==> config.mk <==
export PLATFORM = sky130hd
export DESIGN_NAME = i2cams_queue
export DESIGN_NICKNAME = d
export VERILOG_FILES = /design/src/rtl/core/i2cams_pkg.sv /design/src/rtl/core/i2cams_queue.sv
export SDC_FILE = /design/constraint.sdc
export NUM_CORES = 1
export LEC_CHECK = 0
export ABC_AREA = 0
export BUFFER_PORTS_ARGS = -buffer_cell sky130_fd_sc_hd__buf_4
export CAP_MARGIN = 20
export CORE_MARGIN = 3
export CORE_UTILIZATION = 30
export DETAILED_ROUTE_END_ITERATION = 10
export GPL_TIMING_DRIVEN = 0
export HOLD_SLACK_MARGIN = 0.05
export PLACE_DENSITY = 0.56
export SYNTH_ARGS = -nofsm -noshare
export SYNTH_HDL_FRONTEND = slang
export SYNTH_SLANG_ARGS = --single-unit
==> constraint.sdc <==
create_clock -name clk -period 2.2 [get_ports clk]
set_input_delay 0.22 -clock clk [delete_from_list [all_inputs] [get_ports clk]]
set_output_delay 0.22 -clock clk [all_outputs]
set_load 0.1 [all_outputs]
==> src/rtl/core/i2cams_pkg.sv <==
// Shared constants and types for the I2C addressed memory slave core.
package i2cams_pkg;

    localparam int MEM_BYTES = 8192;
    localparam int ADDR_W    = $clog2(MEM_BYTES);

    localparam logic [15:0]       HIGH_MASK = 16'hFF00;
    localparam logic [16:0]       MEM_SIZE  = 17'(MEM_BYTES);
    localparam logic [ADDR_W-1:0] LAST_ADDR = ADDR_W'(MEM_BYTES - 1);

    localparam logic [1:0] MODE_READ  = 2'd0;
    localparam logic [1:0] MODE_START = 2'd1;
    localparam logic [1:0] MODE_DATA  = 2'd2;

    localparam int QUEUE_DEPTH = 2;
    localparam int QUEUE_PTR_W = $clog2(QUEUE_DEPTH);
    localparam int QUEUE_CNT_W = $clog2(QUEUE_DEPTH + 1);

    typedef enum logic [1:0] {
        OP_NONE,
        OP_READ,
        OP_WRITE
    } op_t;

    typedef struct packed {
        op_t               op;
        logic [ADDR_W-1:0] addr;
        logic [7:0]        data;
    } cmd_t;

    typedef struct packed {
        logic empty;
        logic full;
    } queue_status_t;

endpackage

==> src/rtl/core/i2cams_queue.sv <==
// Short command queue between the front end and the memory back end.
module i2cams_queue (
    input  logic                      clk,
    input  logic                      rst_n,
    input  logic                      push,
    input  i2cams_pkg::cmd_t          push_cmd,
    input  logic                      pop,
    output i2cams_pkg::cmd_t          pop_cmd,
    output i2cams_pkg::queue_status_t status
);

    i2cams_pkg::cmd_t                   entry_reg [i2cams_pkg::QUEUE_DEPTH];
    logic [i2cams_pkg::QUEUE_PTR_W-1:0] wr_ptr_reg, wr_ptr_next;
    logic [i2cams_pkg::QUEUE_PTR_W-1:0] rd_ptr_reg, rd_ptr_next;
    logic [i2cams_pkg::QUEUE_CNT_W-1:0] count_reg, count_next;

    localparam logic [i2cams_pkg::QUEUE_PTR_W-1:0] LAST_SLOT =
        i2cams_pkg::QUEUE_PTR_W'(i2cams_pkg::QUEUE_DEPTH - 1);
    localparam logic [i2cams_pkg::QUEUE_CNT_W-1:0] FULL_COUNT =
        i2cams_pkg::QUEUE_CNT_W'(i2cams_pkg::QUEUE_DEPTH);

    assign status.empty = (count_reg == '0);
    assign status.full  = (count_reg == FULL_COUNT);
    assign pop_cmd      = entry_reg[rd_ptr_reg];

    always_comb
    begin
        wr_ptr_next = wr_ptr_reg;
        rd_ptr_next = rd_ptr_reg;
        count_next  = count_reg;
        if (push)
        begin
            wr_ptr_next = (wr_ptr_reg == LAST_SLOT) ? '0 : wr_ptr_reg + 1'b1;
        end
        if (pop)
        begin
            rd_ptr_next = (rd_ptr_reg == LAST_SLOT) ? '0 : rd_ptr_reg + 1'b1;
        end
        if (push && !pop)
        begin
            count_next = count_reg + 1'b1;
        end
        else if (pop && !push)
        begin
            count_next = count_reg - 1'b1;
        end
    end

    always_ff @(posedge clk or negedge rst_n)
    begin
        if (!rst_n)
        begin
            wr_ptr_reg <= '0;
            rd_ptr_reg <= '0;
            count_reg  <= '0;
        end
        else
        begin
            wr_ptr_reg <= wr_ptr_next;
            rd_ptr_reg <= rd_ptr_next;
            count_reg  <= count_next;
        end
    end

    always_ff @(posedge clk)
    begin
        if (push)
        begin
            entry_reg[wr_ptr_reg] <= push_cmd;
        end
    end

endmodule

==> results.cfg <==
[place]
post-place-ws_ns = 0.477
dp_hpwl_um = 2410
gp_routability_congestion = 0.682
port_buffers = 51

[grt]
grt_max_degree = 24
met2_usage_pct = 16.1
grt_util_met3_pct = 3.42
groute.layer.met1.usage_pct = 9.61
antenna_found_initial = 0
grt_pass1_vias = 1035
grt_pass1_wl_um = 5000
grt_util_all_layers_pct = 9.01
grt_busiest_layer = met2
global_route.overflow_total = 0

[worst_hold_path]
holdPathStages = 2
timing.hold.worst.class = in -> reg

[yosys]
synth.ff_latch_count = 50
synth-seq-area-share_pct = 76.0
synth.avg_cell_area_um2 = 22.2
post_synthesis_instance_area_um2 = 1950
yosysWarnings = 0
synth.distinct_cells = 13
postSynthNetCount = 116
netlist_instances = 88

[drt]
antenna_violating_nets_post_route = 0
drc_errors = 0
via_count = 964
route.detailed.wl_per_inst_um = 14.6
detail_route.first_pass.iterations = 4
first_iter_violations = 48
detail_route.vias_per_cell = 4.28
wirelength_um = 3270

[worst_setup_path]
crit_path_cells = buf_6 -> buf_12 -> mux2_4 -> buf_4
worst-path-max-fanout = 10
worstSetupStartpointType = flip-flop
critPathBufInv = 3
timing.setup.critical_path_class = reg -> out
crit_end_element = output port
cpLargestDelayFamily = buffers and inverters
worstRegToRegCells = 2
instance_count_on_the_critical_path = 4
worstPathArrival_ns = 1.50
critical_path_required_ns = 1.98
slowest_stage = sky130_fd_sc_hd__dfrtp_1
critical_path.max_stage_delay_ns = 0.38

[cts]
cts_root_buffer = sky130_fd_sc_hd__clkbuf_8
clkSinkCount = 50
worst_skew_pair.late_latency_ns = 0.29
cts_max_path_buffers = 2
h_tree_levels = 2
cts_tree = done
postCtsResizedCells = 0
numCtsBuffers = 5
postCtsSetupBuffers = 0
clkSlewWorstSetupHoldPaths_ns = 0.09

[finish]
area_delta_synth_final_pct = 33.6
layout-drive-gt1-share_pct = 58.0
antennaDiodeCount = 0
final_common_cell = sky130_fd_sc_hd__buf_4
multi_input_comb_area_um2 = 415
final_net_count = 177
max_ffs_per_register = 46
mostFrequentLayoutCells = 51 x sky130_fd_sc_hd__buf_4, 46 x sky130_fd_sc_hd__edfxtp_1, 19 x sky130_fd_sc_hd__mux2_4
fillerInstances = 557
seqCellArea_um2 = 1480

[sta]
setup_violations = 0
setup_slack_ns = 0.478
finalCritPeriodShare_pct = 78.3
rsz0062_at_grt = false
period_needed_ns = 1.72
max_clock_skew_ns = 0.00697
tightestPinTransition_ns = 0.701
maxClockFrequency_mhz = 581
worst_slew_margin_rel_pct = 53.1
final_hold_viol_count = 0
finalMaxSlewViolations = 0

[outcome]
run_status = finished clean

[floorplan]
num_rows = 28
die_width_um = 86.6
start_util_pct = 32.0
num_io_pins = 52
floorplan.die_area_um2 = 7500
fp.coreArea_um2 = 6100
chipHeight_um = 86.6

[job]
drv.max_cap_violation_count = 0
-- layer usage --
metal / vias up / routed length [µm]
met5: - / 0
met4: 0 / 48
met3: 5 / 237
met2: 35 / 1760
met1: 472 / 1230
li1: 452 / -
-- repair_timing --
item | in CTS | in global routing
hold buffers | 1 | 0
setup endpoints to repair | 0 | 0
endpoints found under the hold margin | 4 | 0
-- final timing paths --
path	slack, ns	from	to
max	0.48	rd_ptr_reg$_DFFE_PN0P_	pop_cmd[0]
min	0.10	pop	rd_ptr_reg$_DFFE_PN0P_
max reg2reg	0.69	wr_ptr_reg$_DFFE_PN0P_	entry_reg[0][7]$_DFFE_PP_
min reg2reg	0.51	count_reg[1]$_DFFE_PN0P_	count_reg[1]$_DFFE_PN0P_
max in group asynchronous	1.84	rst_n	rd_ptr_reg$_DFFE_PN0P_
min in group asynchronous	0.26	rst_n	count_reg[1]$_DFFE_PN0P_
-- cells by family (layout without fill, tap and decap cells) --
family	Yosys count	after routing	synth area share (%)
adder cells (fa/ha/maj)	1	1	0.642
XOR/XNOR	5	5	2.25
flip-flops	50	50	76.0
multiplexers	23	23	16.9
buffers and inverters	4	66	2.82
AND/OR/NAND/NOR	5	5	1.35
-- cells in the mapped netlist, drive strengths merged --
cell type  count  area [µm²]
buf            3        51.3
xor2           4        35.0
and2           1        6.26
edfxtp        46        1380
xnor2          1        8.76
nor2           2        7.51
dfrtp          4         100
inv            1        3.75
mux2          23         330
ha             1        12.5
nor2b          2        12.5
-- final cells by class --
| cell class | count | share of cell area (%) |
|---|---|---|
| Multi-Input combinational cell | 34 | 16.0 |
| Timing Repair Buffer | 54 | 17.2 |
| Tap cell | 75 | 3.60 |
| Buffer | 3 | 1.97 |
| Sequential cell | 50 | 56.9 |
| Clock inverter | 2 | 1.44 |
| Inverter | 1 | 0.144 |
| Clock buffer | 6 | 2.79 |
-- through the flow --
| stage | instance area [µm²] | hold WS [ns] | cells | TNS [ns] | utilization (%) |
|---|---|---|---|---|---|
| 3_3_place_gp | 2430 | 0.0165 | 214 | -6.81 | 39.8 |
| 2_1_floorplan | 1950 | -0.0756 | 88 | 0 | - |
| 4_1_cts | 2580 | 0.0883 | 224 | 0 | 42.3 |
| 3_5_place_dp | 2460 | 0.0204 | 215 | 0 | 40.3 |
| 6_report | 2600 | 0.104 | 225 | 0 | 42.7 |
| 5_1_grt | 2600 | 0.0845 | 225 | 0 | 42.7 |
Power is not shown: default switching activity piles up to over one toggle a cycle in this logic, so the estimate is an artifact.
