===== config.mk =====
export PLATFORM = sky130hd
export DESIGN_NAME = i2cams_front
export DESIGN_NICKNAME = d
export VERILOG_FILES = /design/src/rtl/core/i2cams_pkg.sv /design/src/rtl/core/i2cams_front.sv
export SDC_FILE = /design/constraint.sdc
export NUM_CORES = 1
export LEC_CHECK = 0
export ABC_AREA = 1
export BUFFER_PORTS_ARGS = -buffer_cell sky130_fd_sc_hd__buf_2
export CAP_MARGIN = 20
export CORE_ASPECT_RATIO = 1.25
export CORE_UTILIZATION = 35
export DETAILED_ROUTE_END_ITERATION = 16
export SLEW_MARGIN = 10
export SYNTH_ARGS = -nofsm -noshare
export SYNTH_HDL_FRONTEND = slang
export SYNTH_SLANG_ARGS = --single-unit

===== constraint.sdc =====
create_clock -name clk -period 1.7 [get_ports clk]
set_input_delay 0.255 -clock clk [delete_from_list [all_inputs] [get_ports clk]]
set_output_delay 0.255 -clock clk [all_outputs]
set_load 0.02 [all_outputs]

===== src/rtl/core/i2cams_pkg.sv =====
// Shared constants and types for the I2C addressed memory slave core.
package i2cams_pkg;

    localparam int MEM_BYTES = 8192;
    localparam int ADDR_W    = $clog2(MEM_BYTES);

    localparam logic [15:0]       HIGH_MASK = 16'hFF00;
    localparam logic [16:0]       MEM_SIZE  = 17'(MEM_BYTES);
    localparam logic [ADDR_W-1:0] LAST_ADDR = ADDR_W'(MEM_BYTES - 1);

    localparam logic [1:0] MODE_READ  = 2'd0;
    localparam logic [1:0] MODE_START = 2'd1;
    localparam logic [1:0] MODE_DATA  = 2'd2;

    localparam int QUEUE_DEPTH = 2;
    localparam int QUEUE_PTR_W = $clog2(QUEUE_DEPTH);
    localparam int QUEUE_CNT_W = $clog2(QUEUE_DEPTH + 1);

    typedef enum logic [1:0] {
        OP_NONE,
        OP_READ,
        OP_WRITE
    } op_t;

    typedef struct packed {
        op_t               op;
        logic [ADDR_W-1:0] addr;
        logic [7:0]        data;
    } cmd_t;

    typedef struct packed {
        logic empty;
        logic full;
    } queue_status_t;

endpackage


===== src/rtl/core/i2cams_front.sv =====
// Front end: accepts bus events, tracks the address phase and pointer, issues commands.
module i2cams_front (
    input  logic                     clk,
    input  logic                     rst_n,
    input  logic                     in_valid,
    output logic                     in_stall,
    input  logic [1:0]               mode,
    input  logic [7:0]               rx_byte,
    input  logic                     queue_full,
    input  logic                     clearing,
    output logic                     push,
    output i2cams_pkg::cmd_t         push_cmd
);

    logic [i2cams_pkg::ADDR_W-1:0] pointer_reg, pointer_next;
    logic                          phase_reg, phase_next;
    logic                          seen_reg, seen_next;
    logic [i2cams_pkg::ADDR_W-1:0] ptr_inc;
    logic [16:0]                   hi_addr;
    logic [16:0]                   lo_addr;
    logic [i2cams_pkg::ADDR_W-1:0] hi_clamped;
    logic [i2cams_pkg::ADDR_W-1:0] lo_clamped;

    assign in_stall = queue_full | clearing;
    assign push     = in_valid & ~in_stall;

    assign ptr_inc = (pointer_reg == i2cams_pkg::LAST_ADDR)
                   ? '0 : pointer_reg + 1'b1;

    assign hi_addr = {1'b0, {rx_byte, 8'h00} & i2cams_pkg::HIGH_MASK};
    assign lo_addr = {{(17 - i2cams_pkg::ADDR_W){1'b0}}, pointer_reg} | {9'b0, rx_byte};

    assign hi_clamped = (hi_addr >= i2cams_pkg::MEM_SIZE)
                      ? i2cams_pkg::LAST_ADDR : hi_addr[i2cams_pkg::ADDR_W-1:0];
    assign lo_clamped = (lo_addr >= i2cams_pkg::MEM_SIZE)
                      ? i2cams_pkg::LAST_ADDR : lo_addr[i2cams_pkg::ADDR_W-1:0];

    always_comb
    begin
        pointer_next  = pointer_reg;
        phase_next    = phase_reg;
        seen_next     = seen_reg;
        push_cmd.op   = i2cams_pkg::OP_NONE;
        push_cmd.addr = pointer_reg;
        push_cmd.data = rx_byte;
        unique case (mode)
            i2cams_pkg::MODE_READ:
            begin
                push_cmd.op  = i2cams_pkg::OP_READ;
                pointer_next = ptr_inc;
            end
            i2cams_pkg::MODE_START:
            begin
                seen_next  = 1'b0;
                phase_next = 1'b1;
            end
            i2cams_pkg::MODE_DATA:
            begin
                if (phase_reg)
                begin
                    if (!seen_reg)
                    begin
                        pointer_next = hi_clamped;
                        seen_next    = 1'b1;
                    end
                    else
                    begin
                        pointer_next = lo_clamped;
                        seen_next    = 1'b0;
                        phase_next   = 1'b0;
                    end
                end
                else
                begin
                    push_cmd.op  = i2cams_pkg::OP_WRITE;
                    pointer_next = ptr_inc;
                end
            end
            default:
            begin
            end
        endcase
    end

    always_ff @(posedge clk or negedge rst_n)
    begin
        if (!rst_n)
        begin
            pointer_reg <= '0;
            phase_reg   <= 1'b1;
            seen_reg    <= 1'b0;
        end
        else if (push)
        begin
            pointer_reg <= pointer_next;
            phase_reg   <= phase_next;
            seen_reg    <= seen_next;
        end
    end

endmodule


==> impl_metrics.toml <==
[critical_path]
reg2reg_depth = 8
cp_top_family = "simple AND/OR/NAND/NOR gates"
critPathArrivalTime_ps = 1650
startpoint_type = "flip-flop"
required_ps = 1850
worst-path-max-fanout = 5
path_buf_inv = 0
crit_path_top_delay_cell = "dfrtp_1"
path_cells = "ha_1 > nand2_1 > nor2_2 > nand4_1 > nand2_1 > nor2_1 > nor2_1 > nor2_1"
cp-end-kind = "flip-flop"
cpPeakStageDelay_ps = 410
worstSetupPathDepth = 8
worst-setup-path-type = "reg2reg"
crit_top_cell = "nor2_1"

[cts]
cts_root_buf = "clkbuf_8"
cts_max_level = 1
clkLatencyLatePin_ps = 250
numCtsBuffers = 3
cts_tree = "built"
cts.sinks = 15
cts_buffer_depth = 2
cts.clk_slew.worst_paths_ps = 70

[sta]
hold_viol_final = 0
rsz0062_at_grt = "no"
setup_viol_count_final = 0
finalCritPeriodShare = 0.880
worst_pin_slew_ps = 366
fin_crit_ps = 1500
maxSlewViolCount = 0
skew_ps = 1.26
max_clock_freq_mhz = 669
finalSetupTns_ps = 0
relSlewSlack = 0.756

[floorplanning]
io_pins = 40
coreArea_mm2 = 0.00351
die_area_mm2 = 0.00397
fp.dieH_um = 70.2
die_x_um = 56.6
rows = 24
start_util = 0.371

[placement]
dp.cells = 273
dpl.hpwl_um = 2660
port-buffer-count = 39
routabilityCongestion = 0.855

[synthesis]
syn-instance-count = 201
syn_avg_cell_area_um2 = 6.49
syn_area_mm2 = 0.00130
ys_seq_area_frac = 0.289
yosys_warnings = 0
async_flop_share = 1.00
synth_fp_nets = 220
synth-seq-cells = 15
synth_edf_count = 0
synth-main-ff-cell = "dfrtp_1"
synth_cell_type_count = 24

[layout]
n_antenna_cell = 0
post-route-util = 0.444
largest_reg_flops = 13
final_net_count = 259
final_cells = 278
layout-area-overhead-vs-synth_pct = 19.6
drive_gt1_frac = 0.285

[route]
drt_iter0_drc = 51
num_vias = 1329
wl_per_cell_um = 11.7
wirelength_um = 3270
viasPerCell = 4.78
drtPass1Iterations = 4
antenna_left = 0
drc = 0

[pwr]
p_per_area_mw_per_mm2 = 1190
peakVddDrop_v = 0.000578
p_leak_nw = 0.925

[global_routing]
grt_usage = 0.189
grt_max_degree = 16
grt_pass1_wl_um = 5750
antenna_found_initial = 0
grt_pass1_vias = 1285
grt-ovfl-total = 0

[hold_path]
hold_class = "in2reg"
whs_path_depth = 5

[run]
cap_viol_max_count = 0

[run_status]
outcome = "completed"
[report_power, final]
part	leakage [nW]	switching, mW	internal [mW]	total, mW
Sequential	0.168	0.158	0.479	0.637
Combinational	0.731	0.585	0.329	0.914
Clock	0.0255	0.143	0.163	0.305
[cell usage in the layout (no fill, tap or decap), types with 4 or more instances in the layout]
master and count:
nand2_1 48, xor2_1 4, ha_1 4, dfrtp_1 14, a21oi_1 19, nor2_2 5
buf_2 39, o21ai_0 9, nand4_1 4, nor2_1 24, inv_1 30, nand3_1 9
or2_2 5
[cell usage after synthesis, types with 3 or more instances]
cell / number / area share
nand2_2: 3 / 0.014
inv_2: 3 / 0.0086
nand3_1: 9 / 0.035
nor2_1: 24 / 0.069
xor2_1: 4 / 0.027
a21oi_1: 19 / 0.073
buf_4: 8 / 0.046
inv_1: 30 / 0.086
dfrtp_1: 14 / 0.27
o21ai_0: 9 / 0.035
ha_1: 4 / 0.038
or2_2: 5 / 0.024
nor2_2: 5 / 0.024
nand2_1: 48 / 0.14
nand4_1: 4 / 0.019
[cell families (layout without fill, tap and decap cells)]
group                    count (synthesis)  count (layout)  share of synthesized area
AO/OA/AOI/OAI                           31              31                      0.123
XOR/XNOR                                 4               4                     0.0269
adder cells (fa/ha/maj)                  4               4                     0.0384
buffers and inverters                   42              80                      0.146
flip-flops                              15              15                      0.289
AND/OR/NAND/NOR                        105             105                      0.377
[path summary, 6_finish.rpt]
kind | from | to | slack (ps)
max reg2reg | pointer_reg[0] | pointer_reg[9] | 200
max in group asynchronous | rst_n | phase_reg | 950
min in group asynchronous | rst_n | pointer_reg[8] | 440
max | pointer_reg[0] | pointer_reg[9] | 200
min | rx_byte[1] | pointer_reg[9] | 400
min reg2reg | phase_reg | phase_reg | 520
[worst min-delay path, stage by stage]
cell and delay (ps):
buf_2 90, o21ai_0 90, nand2_1 70, nor2_1 40
nor2_1 70
[stage by stage]
step           setup slack (ps)  power (mW)  cell area, µm²  hold slack, ps
5_1_grt                    23.9        2.04            1560             435
3_3_place_gp                119        1.57            1500             193
4_1_cts                     202        1.88            1560             394
2_1_floorplan               212        1.28            1300           -40.6
6_report                    204        1.86            1560             397
3_5_place_dp                128        1.57            1500             191
[layout make-up]
class,instances,area [µm²]
clock inverters,1,5.00
well taps,39,48.8
repair buffers,42,220
multi-input cells,144,737
inverters,34,130
fillers,385,1950
clock buffers,3,41.3
flip-flops and latches,15,377
[routing by layer]
layer | GRT usage | up-vias | share of wire
met5 | 0 | - | 0
met2 | 0.312 | 37 | 0.50
met1 | 0.237 | 584 | 0.44
met3 | 0.0222 | 8 | 0.034
met4 | 0.103 | 0 | 0.030
li1 | - | 700 | -
[repair_timing]
action	CTS	global route
setup endpoints to repair	0	0
hold buffers	1	0
endpoints found under the hold margin	14	0
setup buffers	0	0
gates resized for setup	0	0
Note: power is estimated with default switching activity, not from simulation.
